===== src/sv/mst_pkg.sv =====
package mst_pkg;

  localparam int MAX_SLOTS_DEF   = 8;
  localparam int TICK_BITS_DEF   = 16;
  localparam int QUEUE_DEPTH     = 2;

  localparam int CFG_DATA_W      = 16;
  localparam int CFG_IDX_W       = 1;
  localparam int ACTIVE_W        = 4;
  localparam int REQ_W           = 2;
  localparam int SLOT_IDX_W      = 3;
  localparam int FLAG_W          = 8;

  localparam logic [CFG_DATA_W-1:0] TICK_PERIOD_RST = 16'hFFFF;

  localparam logic [REQ_W-1:0] REQ_TICK   = 2'd0;
  localparam logic [REQ_W-1:0] REQ_ARM    = 2'd1;
  localparam logic [REQ_W-1:0] REQ_DISARM = 2'd2;

  typedef enum logic [CFG_IDX_W-1:0] {
    REG_TICK_PERIOD,
    REG_ACTIVE_SLOTS
  } cfg_reg_t;

  typedef enum logic [1:0] {
    OP_TICK,
    OP_ARM,
    OP_DISARM,
    OP_NOP
  } op_t;

  typedef enum logic [1:0] {
    ST_IDLE,
    ST_SWEEP,
    ST_EMIT
  } back_state_t;

  typedef struct packed {
    op_t                   op;
    logic [SLOT_IDX_W-1:0] slot;
  } item_ctl_t;

  typedef struct packed {
    logic [CFG_DATA_W-1:0] tick_period;
    logic [ACTIVE_W-1:0]   active_slots;
  } cfg_t;

endpackage


===== src/sv/multi_slot_timeout_timer.sv =====
// Each transaction is taken from the input queue and its result pushed to the result queue;
// arm, disarm, unused codes and a tick sample that loads or repeats the reference go
// straight to the result. A tick sample with a changed value first runs the slot sweep,
// reading one slot count/limit per cycle from memory for n = min(active_slots, MAX_SLOTS).
// One transaction at a time: the next is taken only after the current result is pushed.
// Reset: synchronous, clears queues, running/expired flags and reference; tick_period
// goes to 65535, active_slots to 0; slot count/limit memories are not cleared.
module multi_slot_timeout_timer import mst_pkg::*; #(
  parameter int MAX_SLOTS = MAX_SLOTS_DEF,
  parameter int TICK_BITS = TICK_BITS_DEF
) (
  input  logic                  clk,
  input  logic                  rst,
  input  logic                  cfg_wen,
  input  logic [CFG_IDX_W-1:0]  cfg_index,
  input  logic [CFG_DATA_W-1:0] cfg_data,
  input  logic                  push,
  output logic                  full,
  input  logic [REQ_W-1:0]      req_type,
  input  logic [TICK_BITS-1:0]  tick_value,
  input  logic [SLOT_IDX_W-1:0] slot_index,
  input  logic [TICK_BITS-1:0]  setpoint,
  output logic                  empty,
  input  logic                  pop,
  output logic [TICK_BITS-1:0]  elapsed_ticks,
  output logic [FLAG_W-1:0]     expired_now,
  output logic [FLAG_W-1:0]     overflow_flags,
  output logic [FLAG_W-1:0]     running_flags
);

  localparam int RW = TICK_BITS + 3 * FLAG_W;

  cfg_t                 cfg;
  logic                 q_empty;
  logic                 q_pop;
  item_ctl_t            q_ctl;
  logic [TICK_BITS-1:0] q_tick;
  logic [TICK_BITS-1:0] q_setpoint;
  logic                 r_full;
  logic                 r_push;
  logic [TICK_BITS-1:0] r_elapsed;
  logic [FLAG_W-1:0]    r_expired_now;
  logic [FLAG_W-1:0]    r_overflow;
  logic [FLAG_W-1:0]    r_running;
  logic [RW-1:0]        r_wdata;
  logic [RW-1:0]        r_rdata;

  always_ff @(posedge clk) begin
    if (rst) begin
      cfg.tick_period  <= TICK_PERIOD_RST;
      cfg.active_slots <= '0;
    end else if (cfg_wen) begin
      unique case (cfg_reg_t'(cfg_index))
        REG_TICK_PERIOD:  cfg.tick_period  <= cfg_data;
        REG_ACTIVE_SLOTS: cfg.active_slots <= cfg_data[ACTIVE_W-1:0];
      endcase
    end
  end

  mst_front #(
    .MAX_SLOTS (MAX_SLOTS),
    .TICK_BITS (TICK_BITS)
  ) u_front (
    .clk        (clk),
    .rst        (rst),
    .push       (push),
    .full       (full),
    .req_type   (req_type),
    .tick_value (tick_value),
    .slot_index (slot_index),
    .setpoint   (setpoint),
    .q_empty    (q_empty),
    .q_pop      (q_pop),
    .q_ctl      (q_ctl),
    .q_tick     (q_tick),
    .q_setpoint (q_setpoint)
  );

  mst_back #(
    .MAX_SLOTS (MAX_SLOTS),
    .TICK_BITS (TICK_BITS)
  ) u_back (
    .clk           (clk),
    .rst           (rst),
    .cfg           (cfg),
    .q_empty       (q_empty),
    .q_pop         (q_pop),
    .q_ctl         (q_ctl),
    .q_tick        (q_tick),
    .q_setpoint    (q_setpoint),
    .r_full        (r_full),
    .r_push        (r_push),
    .r_elapsed     (r_elapsed),
    .r_expired_now (r_expired_now),
    .r_overflow    (r_overflow),
    .r_running     (r_running)
  );

  assign r_wdata = {r_elapsed, r_expired_now, r_overflow, r_running};

  mst_fifo #(
    .WIDTH (RW),
    .DEPTH (QUEUE_DEPTH)
  ) u_out_q (
    .clk   (clk),
    .rst   (rst),
    .push  (r_push),
    .full  (r_full),
    .wdata (r_wdata),
    .empty (empty),
    .pop   (pop),
    .rdata (r_rdata)
  );

  assign {elapsed_ticks, expired_now, overflow_flags, running_flags} = r_rdata;

endmodule


===== src/sv/mst_fifo.sv =====
module mst_fifo import mst_pkg::*; #(
  parameter int WIDTH = 8,
  parameter int DEPTH = QUEUE_DEPTH
) (
  input  logic             clk,
  input  logic             rst,
  input  logic             push,
  output logic             full,
  input  logic [WIDTH-1:0] wdata,
  output logic             empty,
  input  logic             pop,
  output logic [WIDTH-1:0] rdata
);

  localparam int AW = (DEPTH > 1) ? $clog2(DEPTH) : 1;
  localparam int CW = $clog2(DEPTH + 1);

  logic [WIDTH-1:0] mem [DEPTH];
  logic [AW-1:0]    wr_ptr;
  logic [AW-1:0]    rd_ptr;
  logic [CW-1:0]    count;
  logic             do_push;
  logic             do_pop;

  assign full    = (count == CW'(DEPTH));
  assign empty   = (count == '0);
  assign do_push = push && !full;
  assign do_pop  = pop && !empty;
  assign rdata   = mem[rd_ptr];

  always_ff @(posedge clk) begin
    if (rst) begin
      wr_ptr <= '0;
      rd_ptr <= '0;
      count  <= '0;
    end else begin
      if (do_push) begin
        wr_ptr <= (wr_ptr == AW'(DEPTH - 1)) ? '0 : AW'(wr_ptr + 1'b1);
      end
      if (do_pop) begin
        rd_ptr <= (rd_ptr == AW'(DEPTH - 1)) ? '0 : AW'(rd_ptr + 1'b1);
      end
      if (do_push && !do_pop) begin
        count <= CW'(count + 1'b1);
      end else if (do_pop && !do_push) begin
        count <= CW'(count - 1'b1);
      end
    end
  end

  always_ff @(posedge clk) begin
    if (do_push) begin
      mem[wr_ptr] <= wdata;
    end
  end

endmodule


===== src/sv/mst_front.sv =====
module mst_front import mst_pkg::*; #(
  parameter int MAX_SLOTS = MAX_SLOTS_DEF,
  parameter int TICK_BITS = TICK_BITS_DEF
) (
  input  logic                  clk,
  input  logic                  rst,
  input  logic                  push,
  output logic                  full,
  input  logic [REQ_W-1:0]      req_type,
  input  logic [TICK_BITS-1:0]  tick_value,
  input  logic [SLOT_IDX_W-1:0] slot_index,
  input  logic [TICK_BITS-1:0]  setpoint,
  output logic                  q_empty,
  input  logic                  q_pop,
  output item_ctl_t             q_ctl,
  output logic [TICK_BITS-1:0]  q_tick,
  output logic [TICK_BITS-1:0]  q_setpoint
);

  localparam int IW = $bits(item_ctl_t) + 2 * TICK_BITS;

  item_ctl_t     ctl;
  logic          slot_ok;
  logic [IW-1:0] wdata;
  logic [IW-1:0] rdata;

  assign slot_ok = (32'(slot_index) < MAX_SLOTS);

  // classify: out-of-range slots and unused codes become no-ops
  always_comb begin
    ctl.slot = slot_index;
    unique case (req_type)
      REQ_TICK:   ctl.op = OP_TICK;
      REQ_ARM:    ctl.op = slot_ok ? OP_ARM : OP_NOP;
      REQ_DISARM: ctl.op = slot_ok ? OP_DISARM : OP_NOP;
      default:    ctl.op = OP_NOP;
    endcase
  end

  assign wdata = {ctl, tick_value, setpoint};

  mst_fifo #(
    .WIDTH (IW),
    .DEPTH (QUEUE_DEPTH)
  ) u_in_q (
    .clk   (clk),
    .rst   (rst),
    .push  (push),
    .full  (full),
    .wdata (wdata),
    .empty (q_empty),
    .pop   (q_pop),
    .rdata (rdata)
  );

  assign {q_ctl, q_tick, q_setpoint} = rdata;

endmodule


===== src/sv/mst_back.sv =====
module mst_back import mst_pkg::*; #(
  parameter int MAX_SLOTS = MAX_SLOTS_DEF,
  parameter int TICK_BITS = TICK_BITS_DEF
) (
  input  logic                 clk,
  input  logic                 rst,
  input  cfg_t                 cfg,
  input  logic                 q_empty,
  output logic                 q_pop,
  input  item_ctl_t            q_ctl,
  input  logic [TICK_BITS-1:0] q_tick,
  input  logic [TICK_BITS-1:0] q_setpoint,
  input  logic                 r_full,
  output logic                 r_push,
  output logic [TICK_BITS-1:0] r_elapsed,
  output logic [FLAG_W-1:0]    r_expired_now,
  output logic [FLAG_W-1:0]    r_overflow,
  output logic [FLAG_W-1:0]    r_running
);

  localparam int SW = (MAX_SLOTS > 1) ? $clog2(MAX_SLOTS) : 1;
  localparam int NW = $clog2(MAX_SLOTS + 1);
  localparam int PW = (TICK_BITS > CFG_DATA_W) ? TICK_BITS : CFG_DATA_W;

  back_state_t state, state_next;

  logic [TICK_BITS-1:0] ref_tick;
  logic                 ref_valid;
  logic [MAX_SLOTS-1:0] running;
  logic [MAX_SLOTS-1:0] expired;
  logic [TICK_BITS-1:0] elapsed;
  logic [FLAG_W-1:0]    now8;
  logic [NW-1:0]        rd_cnt;
  logic                 upd_vld;
  logic [SW-1:0]        upd_idx;

  logic [TICK_BITS-1:0] cnt_mem [MAX_SLOTS];
  logic [TICK_BITS-1:0] lim_mem [MAX_SLOTS];
  logic [TICK_BITS-1:0] cnt_rd;
  logic [TICK_BITS-1:0] lim_rd;

  logic                 start;
  logic                 go_sweep;
  logic                 issue;
  logic [7:0]           act_ext;
  logic [7:0]           n_ext;
  logic [NW-1:0]        n_act;
  logic [SW-1:0]        slot_a;
  logic [TICK_BITS-1:0] diff;
  logic [PW-1:0]        wrap;
  logic [TICK_BITS-1:0] elapsed_calc;
  logic [TICK_BITS:0]   sum;
  logic [TICK_BITS-1:0] sat;
  logic                 hit;
  logic                 upd_run;
  logic                 cnt_we;
  logic [SW-1:0]        cnt_wa;
  logic [TICK_BITS-1:0] cnt_wd;
  logic [FLAG_W-1:0]    run8;
  logic [FLAG_W-1:0]    exp8;

  assign act_ext = 8'(cfg.active_slots);
  assign n_ext   = (act_ext > 8'(MAX_SLOTS)) ? 8'(MAX_SLOTS) : act_ext;
  assign n_act   = NW'(n_ext);
  assign slot_a  = SW'(q_ctl.slot);

  assign diff = q_tick - ref_tick;
  assign wrap = PW'(PW'(cfg.tick_period) - PW'(ref_tick) + PW'(q_tick));
  assign elapsed_calc = (q_tick >= ref_tick) ? diff : wrap[TICK_BITS-1:0];

  assign go_sweep = (q_ctl.op == OP_TICK) && ref_valid && (q_tick != ref_tick);
  assign issue    = (state == ST_SWEEP) && (rd_cnt < n_act);

  assign sum     = {1'b0, cnt_rd} + {1'b0, elapsed};
  assign sat     = sum[TICK_BITS] ? '1 : sum[TICK_BITS-1:0];
  assign hit     = (sat >= lim_rd);
  assign upd_run = upd_vld && running[upd_idx];

  always_comb begin
    state_next = state;
    q_pop      = 1'b0;
    r_push     = 1'b0;
    start      = 1'b0;
    unique case (state)
      ST_IDLE: begin
        if (!q_empty) begin
          q_pop      = 1'b1;
          start      = 1'b1;
          state_next = go_sweep ? ST_SWEEP : ST_EMIT;
        end
      end
      ST_SWEEP: begin
        if (!issue && !upd_vld) begin
          state_next = ST_EMIT;
        end
      end
      ST_EMIT: begin
        if (!r_full) begin
          r_push     = 1'b1;
          state_next = ST_IDLE;
        end
      end
      default: state_next = ST_IDLE;
    endcase
  end

  always_ff @(posedge clk) begin
    if (rst) begin
      state <= ST_IDLE;
    end else begin
      state <= state_next;
    end
  end

  always_ff @(posedge clk) begin
    if (rst) begin
      ref_valid <= 1'b0;
      running   <= '0;
      expired   <= '0;
      upd_vld   <= 1'b0;
    end else begin
      upd_vld <= issue;
      if (start) begin
        unique case (q_ctl.op)
          OP_TICK: begin
            ref_tick  <= q_tick;
            ref_valid <= 1'b1;
          end
          OP_ARM: begin
            running[slot_a] <= 1'b1;
            expired[slot_a] <= 1'b0;
          end
          OP_DISARM: begin
            running[slot_a] <= 1'b0;
            expired[slot_a] <= 1'b0;
          end
          default: ;
        endcase
      end
      if (upd_run && hit) begin
        running[upd_idx] <= 1'b0;
        expired[upd_idx] <= 1'b1;
      end
    end
  end

  always_ff @(posedge clk) begin
    if (start) begin
      elapsed <= go_sweep ? elapsed_calc : '0;
      now8    <= '0;
      rd_cnt  <= '0;
    end else begin
      if (issue) begin
        rd_cnt  <= NW'(rd_cnt + 1'b1);
        upd_idx <= rd_cnt[SW-1:0];
      end
      if (upd_run && hit) begin
        now8 <= now8 | (FLAG_W'(1) << upd_idx);
      end
    end
  end

  always_comb begin
    cnt_we = 1'b0;
    cnt_wa = upd_idx;
    cnt_wd = hit ? '0 : sat;
    if (start && (q_ctl.op == OP_ARM)) begin
      cnt_we = 1'b1;
      cnt_wa = slot_a;
      cnt_wd = '0;
    end else if (upd_run) begin
      cnt_we = 1'b1;
    end
  end

  always_ff @(posedge clk) begin
    if (issue) begin
      cnt_rd <= cnt_mem[rd_cnt[SW-1:0]];
      lim_rd <= lim_mem[rd_cnt[SW-1:0]];
    end
    if (cnt_we) begin
      cnt_mem[cnt_wa] <= cnt_wd;
    end
    if (start && (q_ctl.op == OP_ARM)) begin
      lim_mem[slot_a] <= q_setpoint;
    end
  end

  for (genvar g = 0; g < FLAG_W; g++) begin : g_flags
    if (g < MAX_SLOTS) begin : g_slot
      assign run8[g] = running[g];
      assign exp8[g] = expired[g];
    end else begin : g_none
      assign run8[g] = 1'b0;
      assign exp8[g] = 1'b0;
    end
  end

  assign r_elapsed     = elapsed;
  assign r_expired_now = now8;
  assign r_overflow    = exp8;
  assign r_running     = run8;

endmodule


===== config.mk =====
export PLATFORM = sky130hd
export DESIGN_NAME = multi_slot_timeout_timer
export DESIGN_NICKNAME = d
export VERILOG_FILES = /design/src/sv/mst_pkg.sv /design/src/sv/multi_slot_timeout_timer.sv /design/src/sv/mst_fifo.sv /design/src/sv/mst_front.sv /design/src/sv/mst_back.sv
export SDC_FILE = /design/constraint.sdc
export NUM_CORES = 1
export LEC_CHECK = 0
export BUFFER_PORTS_ARGS = -buffer_cell sky130_fd_sc_hd__buf_2
export CAP_MARGIN = 15
export CORE_UTILIZATION = 60
export CTS_CLUSTER_SIZE = 16
export DETAILED_ROUTE_END_ITERATION = 6
export PLACE_DENSITY = 0.86
export REMOVE_ABC_BUFFERS = 1
export SLEW_MARGIN = 20
export SYNTH_ARGS = -nofsm -noshare
export SYNTH_HDL_FRONTEND = slang
export SYNTH_SLANG_ARGS = --single-unit

===== constraint.sdc =====
create_clock -name clk -period 5.2 [get_ports clk]
set_clock_uncertainty 0.05 [all_clocks]
set_input_delay 0.26 -clock clk [delete_from_list [all_inputs] [get_ports clk]]
set_output_delay 0.26 -clock clk [all_outputs]
set_load 0.02 [all_outputs]

==> run summary <==
status = complete, but fails checks
failing checks = DRC
ys async rst share = 0%
Tmin final = 5.06 ns
setup ws final = 0.145 ns
top post-synthesis cells by area = edfxtp_1 61%, mux4_2 6.3%, dfxtp_1 5.3%, mux2_2 4.5%, ha_1 3.8%
Final nets = 1,864
antenna-violating nets left = 0
PD cells = 516 nW/um^2
HPWL Detailed = 32,900 um
largest net degree at the start of global routing = 69
Ant. Diodes = 0
number of global-route vias before repair = 14,000
RSZ-0062 raised after global routing = true
H-tree depth = 2
Crit Path Category = register to register
die width = 200 um
via count = 13,700
Initial Util = 60.8%
# rows = 72
gr usage total = 26.3%
CP max stage delay = 0.50 ns
DP Worst Slack = 0.389 ns
Max stage delay cell, worst path = a21oi_1
met1 WL = 20,400 um
Reg clk slew, reported paths = 0.06 ns
EDFF count, synth = 477
Final period util = 97.2%
initial antenna violation count = 2
Synth Area in XOR/XNOR = 1.86%
Least-Margin Pin Slew = 1.06 ns
port bufs = 100
multiplexer share of the synthesized area = 12.2%
Crit path max-delay family = compound AO/OA/AOI/OAI gates
largest area contributor in the netlist = edfxtp_1
layout cells sized above 1 = 22.9%
synth unique cells = 66
Post-Syn Area = 23,500 um^2
Max transition margin = 29.3%
dpl cell area = 24,700 um^2
die area = 40,000 um^2
CP cell instances = ha_1 > a21o_1 > a221oi_2 > a21boi_4 > o31ai_4 > a31o_1 > inv_1 > nand2b_1 > ha_1 > a21oi_1 > o21ai_0 > a2111oi_0 > o2bb2ai_1 > nand2_1 > buf_4 > a21oi_1
Mapped Avg Cell Area = 15.4 um^2
setup TNS = 0 ns
main combinational cell family by area after synthesis = multiplexers
Max IR drop VDD = 0.328 mV
Detailed Route WL = 51,200 um
CP arrival = 5.32 ns
final hold vios = 0
Main synth FF type = edfxtp_1
met2 WL post-DR = 26,100 um
sequential area share after synthesis = 66.2%
Final Max Slew Viols = 0
Gate Count Post-Synth = 1,523
Yosys top cell area share = 61.0%
WP data required = 5.47 ns
fraction of the mapped netlist area in adder cells = 5.28%
maximum fanout along the worst path = 14
fin util = 70.2%
clk root buf = clkbuf_16
DRC viols = 2
fraction of the mapped netlist area in compound gates = 6.18%
# Post-CTS Setup Buffers = 0
Seq cells post-synth = 539
# IOs = 101
final setup fails = 0
global-route wire length before repair = 77,800 um
Highest Signal Layer = met5
worst-case clock buffer depth = 3
met3 wire len = 3480 um
final design instance area without fill = 27,100 um^2
DR WL/cell = 22.5 um
gr ovfl total = 0
HP Class = input port to register
core area = 38,600 um^2
worst skew pair latency = 0.61 ns
GPL Wtd Cong = 0.889
Post-Synth Simple-Gate Area = 5.53%
drt pass-1 iters = 7
total CTS buffers = 52
Die Span Y = 200 um
post-synthesis to final-layout area growth = 15.4%
CTS tree = yes
Yosys warnings = 0
CP endpoint kind = register
worst path bufs/invs = 2
Leakage = 9.77 nW
Fmax = 0.198 GHz
via/cell ratio = 6.03
Critical Path Source Type = register
max cap viols = 0
clock sink count = 539
initial DRC count = 1,193
[per-layer routing]
metal  global-route usage [%]  up-vias
li1                         -     6135
met1                     34.1     6954
met2                     45.1      557
met3                     4.96       97
met4                     8.09        2
met5                        0        -
[cell usage after synthesis, drive strengths merged (7+ instances only)]
library cell / instances
inv: 109
buf: 23
nand2b: 25
a22o: 9
mux2: 93
nor2: 73
xnor2: 25
or2: 7
fa: 17
nand2: 88
a21oi: 71
mux4: 66
dfxtp: 62
edfxtp: 477
o21ai: 38
xor2: 25
clkbuf: 28
and3: 9
mux2i: 34
nor3: 11
nand3: 15
nor2b: 25
o211ai: 24
ha: 72
a21o: 15
[logic make-up (layout without fill, tap and decap cells)]
group	count (synthesis)	after routing
DFF	539	539
and+or+nand+nor	274	274
muxes	193	193
xor gates and xnor gates	50	50
buffers and inverters	160	397
AOI/OAI and AO/OA	218	218
adders and majority gates	89	89
[cell type report]
class                           instances  area [um^2]
Fill cell                            2353        11500
Tap cell                              518          648
Inverter                              109          409
Multi-Input combinational cell        824         7380
Sequential cell                       539        15600
Clock buffer                           64         1440
Timing Repair Buffer                  190         1350
Clock inverter                         34          309
[through the flow]
stage,hold WS [ns],total power [mW],cells
6_report,0.0321,14.0,2278
5_1_grt,0.0565,14.6,2278
4_1_cts,0.0220,14.0,2276
3_5_place_dp,0.390,10.1,2120
3_3_place_gp,0.387,9.89,2120
2_1_floorplan,0.279,8.85,1472
[worst register-to-register path, stage by stage (launching register included)]
cell,delay (ns)
edfxtp_1,0.42
ha_1,0.38
a21o_1,0.25
a221oi_2,0.29
a21boi_4,0.27
o31ai_4,0.13
a31o_1,0.35
inv_1,0.21
nand2b_1,0.11
ha_1,0.32
a21oi_1,0.16
o21ai_0,0.14
a2111oi_0,0.43
o2bb2ai_1,0.33
nand2_1,0.18
buf_4,0.23
a21oi_1,0.50
[flip-flops by register name (all words and copies together) (netlist names), 4 cells and up, named ones only]
name and count:
u_back.cnt_mem 128, u_back.lim_mem 128, u_out_q.mem 80, u_front.u_in_q.mem 74, cfg 20, u_back.cnt_rd 16
u_back.lim_rd 16, u_back.r_elapsed 16, u_back.ref_tick 16, u_back.r_expired_now 8, u_back.r_overflow 8, u_back.r_running 8
u_back.rd_cnt 4
[cell usage in the layout (no fill, tap or decap), types with 5 or more instances in the layout]
cell,count
nor2b_1,23
o21ai_0,36
a22o_1,9
bufinv_16,5
dlygate4sd3_1,58
nand2_1,87
or3_1,6
fa_1,17
nor2_1,66
nor3_1,8
o211ai_1,24
nor2_2,6
mux2_2,93
mux2i_1,34
dfxtp_1,59
inv_1,109
xnor2_1,25
clkinv_2,8
and3_1,8
nand3_1,15
a21o_1,15
clkbuf_1,7
mux4_2,66
clkinv_1,11
o32ai_1,6
a211oi_1,5
ha_1,72
edfxtp_1,477
a2111oi_0,6
nand4_1,5
buf_4,30
a21oi_1,71
xor2_1,25
clkbuf_16,56
nand2b_1,25
buf_2,100
a221oi_1,5
[path summary, 6_finish.rpt]
| path | start | end | slack, ns | cells past startpoint |
|---|---|---|---|---|
| setup / recovery | u_back.r_elapsed[6] | u_back.cnt_mem[7][5] | 0.14 | 16 |
| hold / removal | pop | u_out_q.rd_ptr | 0.03 | 4 |
| setup reg to reg | u_back.r_elapsed[6] | u_back.cnt_mem[7][5] | 0.14 | 16 |
| hold reg to reg | cfg[0] | cfg[0] | 0.41 | 2 |
[report_power, final]
part	internal, mW	switching, mW	total, mW
clock	2.23	1.61	3.83
combinational	1.55	2.65	4.20
sequential	5.74	0.220	5.96
[what timing repair did]
| action | in CTS | in global routing |
|---|---|---|
| hold endpoints to repair | 94 | 0 |
| setup endpoints to repair | 0 | 31 |
| gates resized for setup | 0 | 0 |
| hold buffers | 58 | 0 |
Note: power is estimated with default switching activity, not from simulation.
